### config.mk
export PLATFORM = sky130hd
export DESIGN_NAME = hash_table_linear_probing_core_flat
export DESIGN_NICKNAME = d
export VERILOG_FILES = /design/src/htlp_pkg.sv /design/src/htlp_if.sv /design/src/htlp_front.sv /design/src/htlp_queue.sv /design/src/htlp_back.sv /design/src/hash_table_linear_probing_core.sv /design/src/flat_wrapper.sv
export SDC_FILE = /design/constraint.sdc
export NUM_CORES = 1
export LEC_CHECK = 0
export BUFFER_PORTS_ARGS = -buffer_cell sky130_fd_sc_hd__buf_2
export CELL_PAD_IN_SITES_DETAIL_PLACEMENT = 0
export CELL_PAD_IN_SITES_GLOBAL_PLACEMENT = 1
export CORE_MARGIN = 1
export CORE_UTILIZATION = 55
export CTS_BUF_LIST = sky130_fd_sc_hd__clkbuf_16
export DETAILED_ROUTE_END_ITERATION = 16
export GPL_ROUTABILITY_DRIVEN = 0
export PLACE_DENSITY = 0.86
export SYNTH_ARGS = -nofsm -noshare
export SYNTH_HDL_FRONTEND = slang
export SYNTH_SLANG_ARGS = --single-unit
### constraint.sdc
create_clock -name clk -period 18.37 [get_ports clk]
set_clock_uncertainty 0.2 [all_clocks]
set_input_delay 0.9185 -clock clk [delete_from_list [all_inputs] [get_ports clk]]
set_output_delay 0.9185 -clock clk [all_outputs]
set_load 0.005 [all_outputs]
### src/htlp_pkg.sv
// Shared types and codes of the linear-probing hash table.
package htlp_pkg;

  localparam int KEY_W   = 31;
  localparam int SLOT_W  = 4;
  localparam int STAT_W  = 2;
  localparam int REM_W   = 12;
  localparam int PROD_W  = 2 * KEY_W + 1;

  localparam logic CMD_INSERT = 1'b0;
  localparam logic CMD_SEARCH = 1'b1;

  localparam logic [STAT_W-1:0] ST_INSERTED  = 2'd0;
  localparam logic [STAT_W-1:0] ST_FULL      = 2'd1;
  localparam logic [STAT_W-1:0] ST_FOUND     = 2'd2;
  localparam logic [STAT_W-1:0] ST_NOT_FOUND = 2'd3;

  typedef logic [KEY_W-1:0]  key_t;
  typedef logic [STAT_W-1:0] status_t;
  typedef logic [SLOT_W-1:0] slot_idx_t;
  typedef logic [REM_W-1:0]  rem_t;

endpackage

### src/htlp_if.sv
// Valid/ready channel interfaces for the command and result transactions.
interface htlp_in_if;
  import htlp_pkg::*;
  logic valid;
  logic ready;
  logic command;
  key_t key;
  modport source(output valid, output command, output key, input ready);
  modport sink(input valid, input command, input key, output ready);
endinterface

interface htlp_out_if;
  import htlp_pkg::*;
  logic      valid;
  logic      ready;
  status_t   status;
  slot_idx_t slot_index;
  modport source(output valid, output status, output slot_index, input ready);
  modport sink(input valid, input status, input slot_index, output ready);
endinterface

### src/htlp_front.sv
// Front end: accepts a command transaction and computes its home slot.
module htlp_front #(
  parameter int TABLE_SIZE   = 16,
  parameter int HASH_MODULUS = 7,
  parameter int AW           = 4,
  parameter int QW           = 36
) (
  input  logic          clk,
  input  logic          rst_n,
  htlp_in_if.sink       in_chan,
  input  logic          clearing,
  input  logic          q_full,
  output logic          q_push,
  output logic [QW-1:0] q_data
);
  import htlp_pkg::*;

  localparam logic [2:0] F_IDLE = 3'd0;
  localparam logic [2:0] F_MULA = 3'd1;
  localparam logic [2:0] F_SCLA = 3'd2;
  localparam logic [2:0] F_SUBA = 3'd3;
  localparam logic [2:0] F_MULB = 3'd4;
  localparam logic [2:0] F_SCLB = 3'd5;
  localparam logic [2:0] F_SUBB = 3'd6;
  localparam logic [2:0] F_PUSH = 3'd7;

  // Reciprocals are rounded up so that the shifted product is the exact quotient.
  localparam int          MOD_SH    = KEY_W + $clog2(HASH_MODULUS);
  localparam int          TAB_SH    = REM_W + $clog2(TABLE_SIZE);
  localparam logic [63:0] MOD_RECIP = ((64'd1 << MOD_SH) + 64'(HASH_MODULUS) - 64'd1) /
                                      64'(HASH_MODULUS);
  localparam logic [63:0] TAB_RECIP = ((64'd1 << TAB_SH) + 64'(TABLE_SIZE) - 64'd1) /
                                      64'(TABLE_SIZE);
  localparam key_t        MOD_K     = KEY_W'(HASH_MODULUS);
  localparam key_t        TAB_K     = KEY_W'(TABLE_SIZE);

  logic [2:0]        state_r, state_nxt;
  logic [PROD_W-1:0] prod_r, prod_nxt;
  key_t              qm_r, qm_nxt;
  rem_t              rem_r, rem_nxt;
  logic              cmd_r;
  key_t              key_r;
  logic              accept;

  assign in_chan.ready = (state_r == F_IDLE) && !clearing;
  assign accept        = in_chan.valid && in_chan.ready;
  assign q_push        = (state_r == F_PUSH) && !q_full;
  assign q_data        = {cmd_r, key_r, rem_r[AW-1:0]};

  always_comb begin
    state_nxt = state_r;
    prod_nxt  = prod_r;
    qm_nxt    = qm_r;
    rem_nxt   = rem_r;
    unique case (state_r)
      F_IDLE: begin
        if (accept) begin
          state_nxt = F_MULA;
        end
      end
      F_MULA: begin
        prod_nxt  = PROD_W'(key_r) * PROD_W'(MOD_RECIP);
        state_nxt = F_SCLA;
      end
      F_SCLA: begin
        qm_nxt    = KEY_W'(prod_r >> MOD_SH) * MOD_K;
        state_nxt = F_SUBA;
      end
      F_SUBA: begin
        rem_nxt   = REM_W'(key_r - qm_r);
        state_nxt = F_MULB;
      end
      F_MULB: begin
        prod_nxt  = PROD_W'(rem_r) * PROD_W'(TAB_RECIP);
        state_nxt = F_SCLB;
      end
      F_SCLB: begin
        qm_nxt    = KEY_W'(prod_r >> TAB_SH) * TAB_K;
        state_nxt = F_SUBB;
      end
      F_SUBB: begin
        rem_nxt   = rem_r - qm_r[REM_W-1:0];
        state_nxt = F_PUSH;
      end
      F_PUSH: begin
        if (!q_full) begin
          state_nxt = F_IDLE;
        end
      end
    endcase
  end

  always_ff @(posedge clk) begin
    if (!rst_n) begin
      state_r <= F_IDLE;
    end else begin
      state_r <= state_nxt;
    end
  end

  always_ff @(posedge clk) begin
    prod_r <= prod_nxt;
    qm_r   <= qm_nxt;
    rem_r  <= rem_nxt;
    if (accept) begin
      cmd_r <= in_chan.command;
      key_r <= in_chan.key;
    end
  end

endmodule

### src/htlp_queue.sv
// Two-entry queue between the hashing front end and the probing back end.
module htlp_queue #(
  parameter int QW = 36
) (
  input  logic          clk,
  input  logic          rst_n,
  input  logic          push,
  input  logic [QW-1:0] push_data,
  output logic          full,
  input  logic          pop,
  output logic [QW-1:0] pop_data,
  output logic          not_empty
);

  logic [QW-1:0] entry_r [2];
  logic          wr_ptr_r, rd_ptr_r;
  logic [1:0]    count_r;

  assign full      = (count_r == 2'd2);
  assign not_empty = (count_r != 2'd0);
  assign pop_data  = entry_r[rd_ptr_r];

  always_ff @(posedge clk) begin
    if (!rst_n) begin
      wr_ptr_r <= 1'b0;
      rd_ptr_r <= 1'b0;
      count_r  <= 2'd0;
    end else begin
      if (push) begin
        wr_ptr_r <= ~wr_ptr_r;
      end
      if (pop) begin
        rd_ptr_r <= ~rd_ptr_r;
      end
      if (push && !pop) begin
        count_r <= count_r + 2'd1;
      end else if (pop && !push) begin
        count_r <= count_r - 2'd1;
      end
    end
  end

  always_ff @(posedge clk) begin
    if (push) begin
      entry_r[wr_ptr_r] <= push_data;
    end
  end

endmodule

### src/htlp_back.sv
// Back end: slot store, clearing pass, linear probe sequencer and result register.
module htlp_back #(
  parameter int TABLE_SIZE = 16,
  parameter int AW         = 4,
  parameter int QW         = 36
) (
  input  logic          clk,
  input  logic          rst_n,
  input  logic          q_valid,
  input  logic [QW-1:0] q_data,
  output logic          q_pop,
  output logic          clearing,
  htlp_out_if.source    out_chan
);
  import htlp_pkg::*;

  localparam logic [1:0] B_CLEAR = 2'd0;
  localparam logic [1:0] B_IDLE  = 2'd1;
  localparam logic [1:0] B_PROBE = 2'd2;
  localparam logic [1:0] B_DONE  = 2'd3;

  localparam logic [AW-1:0] LAST_SLOT = AW'(TABLE_SIZE - 1);

  key_t slot_keys_r [TABLE_SIZE];
  key_t rdata_r;

  logic [1:0]    state_r, state_nxt;
  logic [AW-1:0] clr_addr_r;
  logic [AW-1:0] s_r, s_nxt, s_inc;
  logic [AW-1:0] cnt_r, cnt_nxt;
  logic          cmd_r;
  key_t          key_r;
  status_t       res_status_r, res_status_nxt;
  slot_idx_t     res_slot_r, res_slot_nxt;
  logic          out_valid_r;
  status_t       out_status_r;
  slot_idx_t     out_slot_r;

  logic          q_cmd;
  key_t          q_key;
  logic [AW-1:0] q_home;
  logic [AW-1:0] rd_addr, wr_addr;
  logic          wr_en;
  key_t          wr_data;
  logic          hit_empty, hit_key, lap_end, out_free;

  assign {q_cmd, q_key, q_home} = q_data;

  assign clearing  = (state_r == B_CLEAR);
  assign q_pop     = (state_r == B_IDLE) && q_valid;
  assign s_inc     = (s_r == LAST_SLOT) ? '0 : s_r + 1'b1;
  assign hit_empty = (rdata_r == '0);
  assign hit_key   = (rdata_r == key_r);
  assign lap_end   = (cnt_r == LAST_SLOT);
  assign out_free  = !out_valid_r || out_chan.ready;

  assign rd_addr = (state_r == B_IDLE) ? q_home : s_inc;
  assign wr_en   = clearing ||
                   ((state_r == B_PROBE) && (cmd_r == CMD_INSERT) && hit_empty);
  assign wr_addr = clearing ? clr_addr_r : s_r;
  assign wr_data = clearing ? '0 : key_r;

  assign out_chan.valid      = out_valid_r;
  assign out_chan.status     = out_status_r;
  assign out_chan.slot_index = out_slot_r;

  always_ff @(posedge clk) begin
    if (wr_en) begin
      slot_keys_r[wr_addr] <= wr_data;
    end
    rdata_r <= slot_keys_r[rd_addr];
  end

  always_comb begin
    state_nxt      = state_r;
    s_nxt          = s_r;
    cnt_nxt        = cnt_r;
    res_status_nxt = res_status_r;
    res_slot_nxt   = res_slot_r;
    unique case (state_r)
      B_CLEAR: begin
        if (clr_addr_r == LAST_SLOT) begin
          state_nxt = B_IDLE;
        end
      end
      B_IDLE: begin
        if (q_valid) begin
          s_nxt          = q_home;
          cnt_nxt        = '0;
          res_slot_nxt   = '0;
          res_status_nxt = (q_cmd == CMD_INSERT) ? ST_FULL : ST_NOT_FOUND;
          state_nxt      = (q_key == '0) ? B_DONE : B_PROBE;
        end
      end
      B_PROBE: begin
        if (cmd_r == CMD_INSERT) begin
          priority if (hit_empty) begin
            res_status_nxt = ST_INSERTED;
            res_slot_nxt   = SLOT_W'(s_r);
            state_nxt      = B_DONE;
          end else if (lap_end) begin
            state_nxt = B_DONE;
          end else begin
            s_nxt   = s_inc;
            cnt_nxt = cnt_r + 1'b1;
          end
        end else begin
          priority if (hit_key) begin
            res_status_nxt = ST_FOUND;
            res_slot_nxt   = SLOT_W'(s_r);
            state_nxt      = B_DONE;
          end else if (hit_empty || lap_end) begin
            state_nxt = B_DONE;
          end else begin
            s_nxt   = s_inc;
            cnt_nxt = cnt_r + 1'b1;
          end
        end
      end
      B_DONE: begin
        if (out_free) begin
          state_nxt = B_IDLE;
        end
      end
      default: state_nxt = B_IDLE;
    endcase
  end

  always_ff @(posedge clk) begin
    if (!rst_n) begin
      state_r     <= B_CLEAR;
      clr_addr_r  <= '0;
      out_valid_r <= 1'b0;
    end else begin
      state_r <= state_nxt;
      if (clearing) begin
        clr_addr_r <= clr_addr_r + 1'b1;
      end
      if ((state_r == B_DONE) && out_free) begin
        out_valid_r <= 1'b1;
      end else if (out_chan.ready) begin
        out_valid_r <= 1'b0;
      end
    end
  end

  always_ff @(posedge clk) begin
    s_r          <= s_nxt;
    cnt_r        <= cnt_nxt;
    res_status_r <= res_status_nxt;
    res_slot_r   <= res_slot_nxt;
    if (q_pop) begin
      cmd_r <= q_cmd;
      key_r <= q_key;
    end
    if ((state_r == B_DONE) && out_free) begin
      out_status_r <= res_status_r;
      out_slot_r   <= res_slot_r;
    end
  end

endmodule

### src/hash_table_linear_probing_core.sv
// Top level of the linear-probing hash table.
// The in_chan channel carries one transaction per operation: command selects insert
// or search, key is the positive key (zero means empty and is never stored).
// The out_chan channel returns exactly one transaction per operation, in order:
// status (inserted, table full, found, not found) and the slot index involved.
// The front end computes the home slot as (key mod HASH_MODULUS) mod TABLE_SIZE
// by reciprocal multiplication and takes a new key only after it has pushed the last one.
// A two-entry queue lets it hash the next key while the back end probes.
// The back end reads one slot per cycle from the slot store and probes up to
// TABLE_SIZE slots per operation; a zero key needs no probe.
// Sustained throughput is set by the slower of the front end and the probe loop.
// After reset the back end clears every slot of the slot store, one slot per
// cycle; in_chan.ready stays low until that pass ends.
// A result waits in the output register while out_chan.ready is low; the queue
// and the front end keep accepting work until they fill.
module hash_table_linear_probing_core #(
  parameter int TABLE_SIZE   = 16,
  parameter int HASH_MODULUS = 7
) (
  input  logic       clk,
  input  logic       rst_n,
  htlp_in_if.sink    in_chan,
  htlp_out_if.source out_chan
);
  import htlp_pkg::*;

  localparam int AW = $clog2(TABLE_SIZE);
  localparam int QW = 1 + KEY_W + AW;

  logic          clearing;
  logic          q_full, q_push, q_pop, q_valid;
  logic [QW-1:0] q_wdata, q_rdata;

  htlp_front #(
    .TABLE_SIZE   (TABLE_SIZE),
    .HASH_MODULUS (HASH_MODULUS),
    .AW           (AW),
    .QW           (QW)
  ) u_front (
    .clk      (clk),
    .rst_n    (rst_n),
    .in_chan  (in_chan),
    .clearing (clearing),
    .q_full   (q_full),
    .q_push   (q_push),
    .q_data   (q_wdata)
  );

  htlp_queue #(
    .QW (QW)
  ) u_queue (
    .clk       (clk),
    .rst_n     (rst_n),
    .push      (q_push),
    .push_data (q_wdata),
    .full      (q_full),
    .pop       (q_pop),
    .pop_data  (q_rdata),
    .not_empty (q_valid)
  );

  htlp_back #(
    .TABLE_SIZE (TABLE_SIZE),
    .AW         (AW),
    .QW         (QW)
  ) u_back (
    .clk      (clk),
    .rst_n    (rst_n),
    .q_valid  (q_valid),
    .q_data   (q_rdata),
    .q_pop    (q_pop),
    .clearing (clearing),
    .out_chan (out_chan)
  );

endmodule

### src/flat_wrapper.sv
// flat-port wrapper written by rule: the top's interface ports become plain ports
module hash_table_linear_probing_core_flat import htlp_pkg::*;
#(
  parameter int TABLE_SIZE   = 16,
  parameter int HASH_MODULUS = 7
)
  (clk, rst_n, in_chan_valid, in_chan_command, in_chan_key, in_chan_ready, out_chan_valid, out_chan_status, out_chan_slot_index, out_chan_ready);
  htlp_in_if in_chan_i ();
  htlp_out_if out_chan_i ();
  input  logic clk;
  input  logic rst_n;
  input wire logic [$bits(in_chan_i.valid)-1:0] in_chan_valid;
  input wire logic [$bits(in_chan_i.command)-1:0] in_chan_command;
  input wire logic [$bits(in_chan_i.key)-1:0] in_chan_key;
  output wire logic [$bits(in_chan_i.ready)-1:0] in_chan_ready;
  output wire logic [$bits(out_chan_i.valid)-1:0] out_chan_valid;
  output wire logic [$bits(out_chan_i.status)-1:0] out_chan_status;
  output wire logic [$bits(out_chan_i.slot_index)-1:0] out_chan_slot_index;
  input wire logic [$bits(out_chan_i.ready)-1:0] out_chan_ready;
  assign in_chan_i.valid = in_chan_valid;
  assign in_chan_i.command = in_chan_command;
  assign in_chan_i.key = in_chan_key;
  assign in_chan_ready = in_chan_i.ready;
  assign out_chan_valid = out_chan_i.valid;
  assign out_chan_status = out_chan_i.status;
  assign out_chan_slot_index = out_chan_i.slot_index;
  assign out_chan_i.ready = out_chan_ready;
  hash_table_linear_probing_core #(.TABLE_SIZE(TABLE_SIZE), .HASH_MODULUS(HASH_MODULUS)) u_core (.clk(clk), .rst_n(rst_n), .in_chan(in_chan_i), .out_chan(out_chan_i));
endmodule
==> results.toml <==
[status]
status = "finished clean"

[routing]
dr.first_iter.drc_count = 1446
routedWlPerCell_um = 23.0
route.detailed.drc = 0
wl_um = 70400
viasPerCell = 5.68
ant_nets = 0
num_vias = 17361
first_pass_iters = 5

[global_route]
grt_use_total = 0.234
antenna_found_initial = 0
grt_pass1_vias = 18569
grt_overflow_total = 0
grt_max_degree = 125
grt_pass1_wl_um = 110000

[clock_network]
cts.clk_slew.worst_paths_ps = 60
cts_resized = 0
clk_latency_ps = 620
cts_max_path_buffers = 3
cts_root_buf = "clkbuf_16"
post_cts_buffers = 0
ctsHoldBuffers = 0
numClockSinks = 710
cts_tree = "yes"
htreeDepth = 3
cts_made_buffers = 72

[setup_path]
regToRegStartpoint = "u_core.u_front.key_r[29]"
critical_path.startpoint_type = "flip-flop"
worstPathArrival_ps = 6800
critical_path_class = "reg -> reg"
crit_path_end_kind = "flip-flop"
required_ps = 18530
r2r_cells = 18
crit_fanout = 6
rr_endpoint = "u_core.u_front.prod_r[34]"
r2r_slack_ps = 11730

[final_layout]
fin_area_mm2 = 0.0377
drive_gt1_frac = 0.160
diodes = 0
syn_to_final_growth_pct = 9.98
fillerInstances = 4409
nNetsFinal = 2548
final_util = 0.612

[timing]
worstMarginPinSlew_ps = 1010
rsz0062_at_grt = "no"
finalMaxSlewViolations = 0
fin_crit_sh = 0.362
clock.fmax_mhz = 151
setup_violations = 0
timing.final.crit_period_ps = 6640
hold_viol = 0
fin_setup_tns_ps = 0
relSlewSlack = 0.328

[placed_design]
dpl-instance-area_mm2 = 0.0356
portBuffers = 43
dpl.hpwl_um = 44700

[floorplanning]
num_rows = 91
dieArea_mm2 = 0.0633
fp.dieH_um = 252
die_w_um = 252
initial_core_util = 0.557
ioPinCount = 44
core_mm2 = 0.0616

[synthesis]
ys_seq_area_frac = 0.608
synth_edf_count = 664
yosys_warnings = 0
syn_area_per_cell_um2 = 16.5
ys_ff_latch = 710
netlist_area_mm2 = 0.0343
synthArstFlopShare = 0
synthFlopType = "edfxtp_1"
syn_nets = 2461
yosys.cell_types.count = 62
synth_cells = 2076

[worst_hold_path]
hold_end = "u_core.u_back.out_chan.status[1]"
hold_start = "u_core.u_back.res_status_r[1]"
holdPathStages = 0
min_path_type = "reg -> reg"

[power_and_ir_drop]
cellLeakagePower_nw = 14.2
vdd_drop_max_v = 0.000354
power.density_mw_per_mm2 = 161

[flow_run]
drv_cap = 0
==> cell type report <==
cell class / instances / area, um2 / share of cell area
timing repair buffer: 73 / 453 / 0.0120
multi-input combinational: 1006 / 12100 / 0.320
inverter: 300 / 1130 / 0.0299
clock inverter: 57 / 344 / 0.00912
sequential: 710 / 20900 / 0.553
tap: 837 / 1050 / 0.0278
clock buffer: 72 / 1800 / 0.0478
==> layout by cell type, fill, tap and decap left out, drive strengths merged, types with 46 or more instances in the layout <==
cell    instances
clkbuf         72
dfxtp          46
nor2b          69
nor2           48
inv           325
edfxtp        664
mux4          124
xnor2          47
a21oi          59
fa            146
buf            73
ha            203
==> cell usage after synthesis (all sizes together), types with 22 or more instances <==
| cell type | instances | area, um2 |
|---|---|---|
| edfxtp | 664 | 19900 |
| inv | 300 | 1130 |
| ha | 203 | 2540 |
| fa | 146 | 2920 |
| mux4 | 124 | 2790 |
| nor2b | 69 | 432 |
| a21oi | 59 | 295 |
| nor2 | 48 | 180 |
| xnor2 | 47 | 412 |
| dfxtp | 46 | 921 |
| mux2i | 39 | 403 |
| a211oi | 38 | 285 |
| mux2 | 37 | 420 |
| buf | 32 | 262 |
| clkbuf | 28 | 105 |
| nand2 | 25 | 96.4 |
| nor4 | 23 | 144 |
| nand4 | 22 | 138 |
==> how the worst max path moves through the flow <==
stage | endpoint | slack [ps] | cells after the start | startpoint
3_3_place_gp | u_core.u_front.prod_r[34] | 11820 | 18 | u_core.u_front.key_r[29]
6_report | u_core.u_front.prod_r[34] | 11730 | 18 | u_core.u_front.key_r[29]
2_1_floorplan | u_core.u_front.prod_r[34] | 12140 | 18 | u_core.u_front.key_r[29]
5_1_grt | u_core.u_front.prod_r[37] | 11430 | 20 | u_core.u_front.key_r[29]
3_5_place_dp | u_core.u_front.prod_r[34] | 11770 | 18 | u_core.u_front.key_r[29]
4_1_cts | u_core.u_front.prod_r[34] | 11740 | 18 | u_core.u_front.key_r[29]
==> cell families after synthesis <==
group           count (synthesis)  synth area share
fa+ha+maj                     349             0.159
flops                         710             0.608
xor+xnor                       58            0.0148
buf+inv                       360            0.0435
compound gates                154            0.0292
mux                           200             0.105
simple gates                  245            0.0392
==> registers in the layout, indices dropped and copies added (netlist names), 31 cells and up, named ones only <==
register / count
u_core.u_back.rdata_r: 31
u_core.u_back.key_r: 31
u_core.u_front.key_r: 31
u_core.u_queue.entry_r: 72
u_core.u_back.slot_keys_r: 496
==> where the power goes <==
group / total (mW) / internal (mW) / switching (mW)
logic: 2.66 / 1.12 / 1.54
registers: 2.09 / 2.00 / 0.0898
clock network: 1.34 / 0.733 / 0.602
total: 6.08 / 3.85 / 2.23
==> critical path, stage by stage (launching register included) <==
cell and delay [ps]:
edfxtp_1 430, inv_1 70, ha_1 320, fa_1 550
inv_1 70, fa_1 570, inv_1 70, fa_1 500
inv_1 60, fa_1 510, fa_1 590, fa_1 450
ha_1 320, ha_1 320, a211oi_1 300, o21bai_1 120
a221o_1 410, or3_1 370, and4_1 190
==> routing by layer <==
| metal | share of wire | global-route usage | vias to the layer above |
|---|---|---|---|
| met5 | 0 | 0 | - |
| li1 | - | - | 7835 |
| met4 | 0.027 | 0.0709 | 0 |
| met2 | 0.51 | 0.404 | 519 |
| met3 | 0.054 | 0.0313 | 118 |
| met1 | 0.41 | 0.312 | 8889 |
==> per-stage QoR <==
step	total power, mW	hold slack (ps)	setup WS (ps)	std cells
finish	6.08	222	11730	3055
global route	6.56	234	11430	3055
CTS	6.11	236	11740	3055
detailed placement	4.76	206	11770	2926
global placement	4.68	208	11820	2926
floorplan	4.09	200	12140	2076
Power figures use the tool's default switching activity.
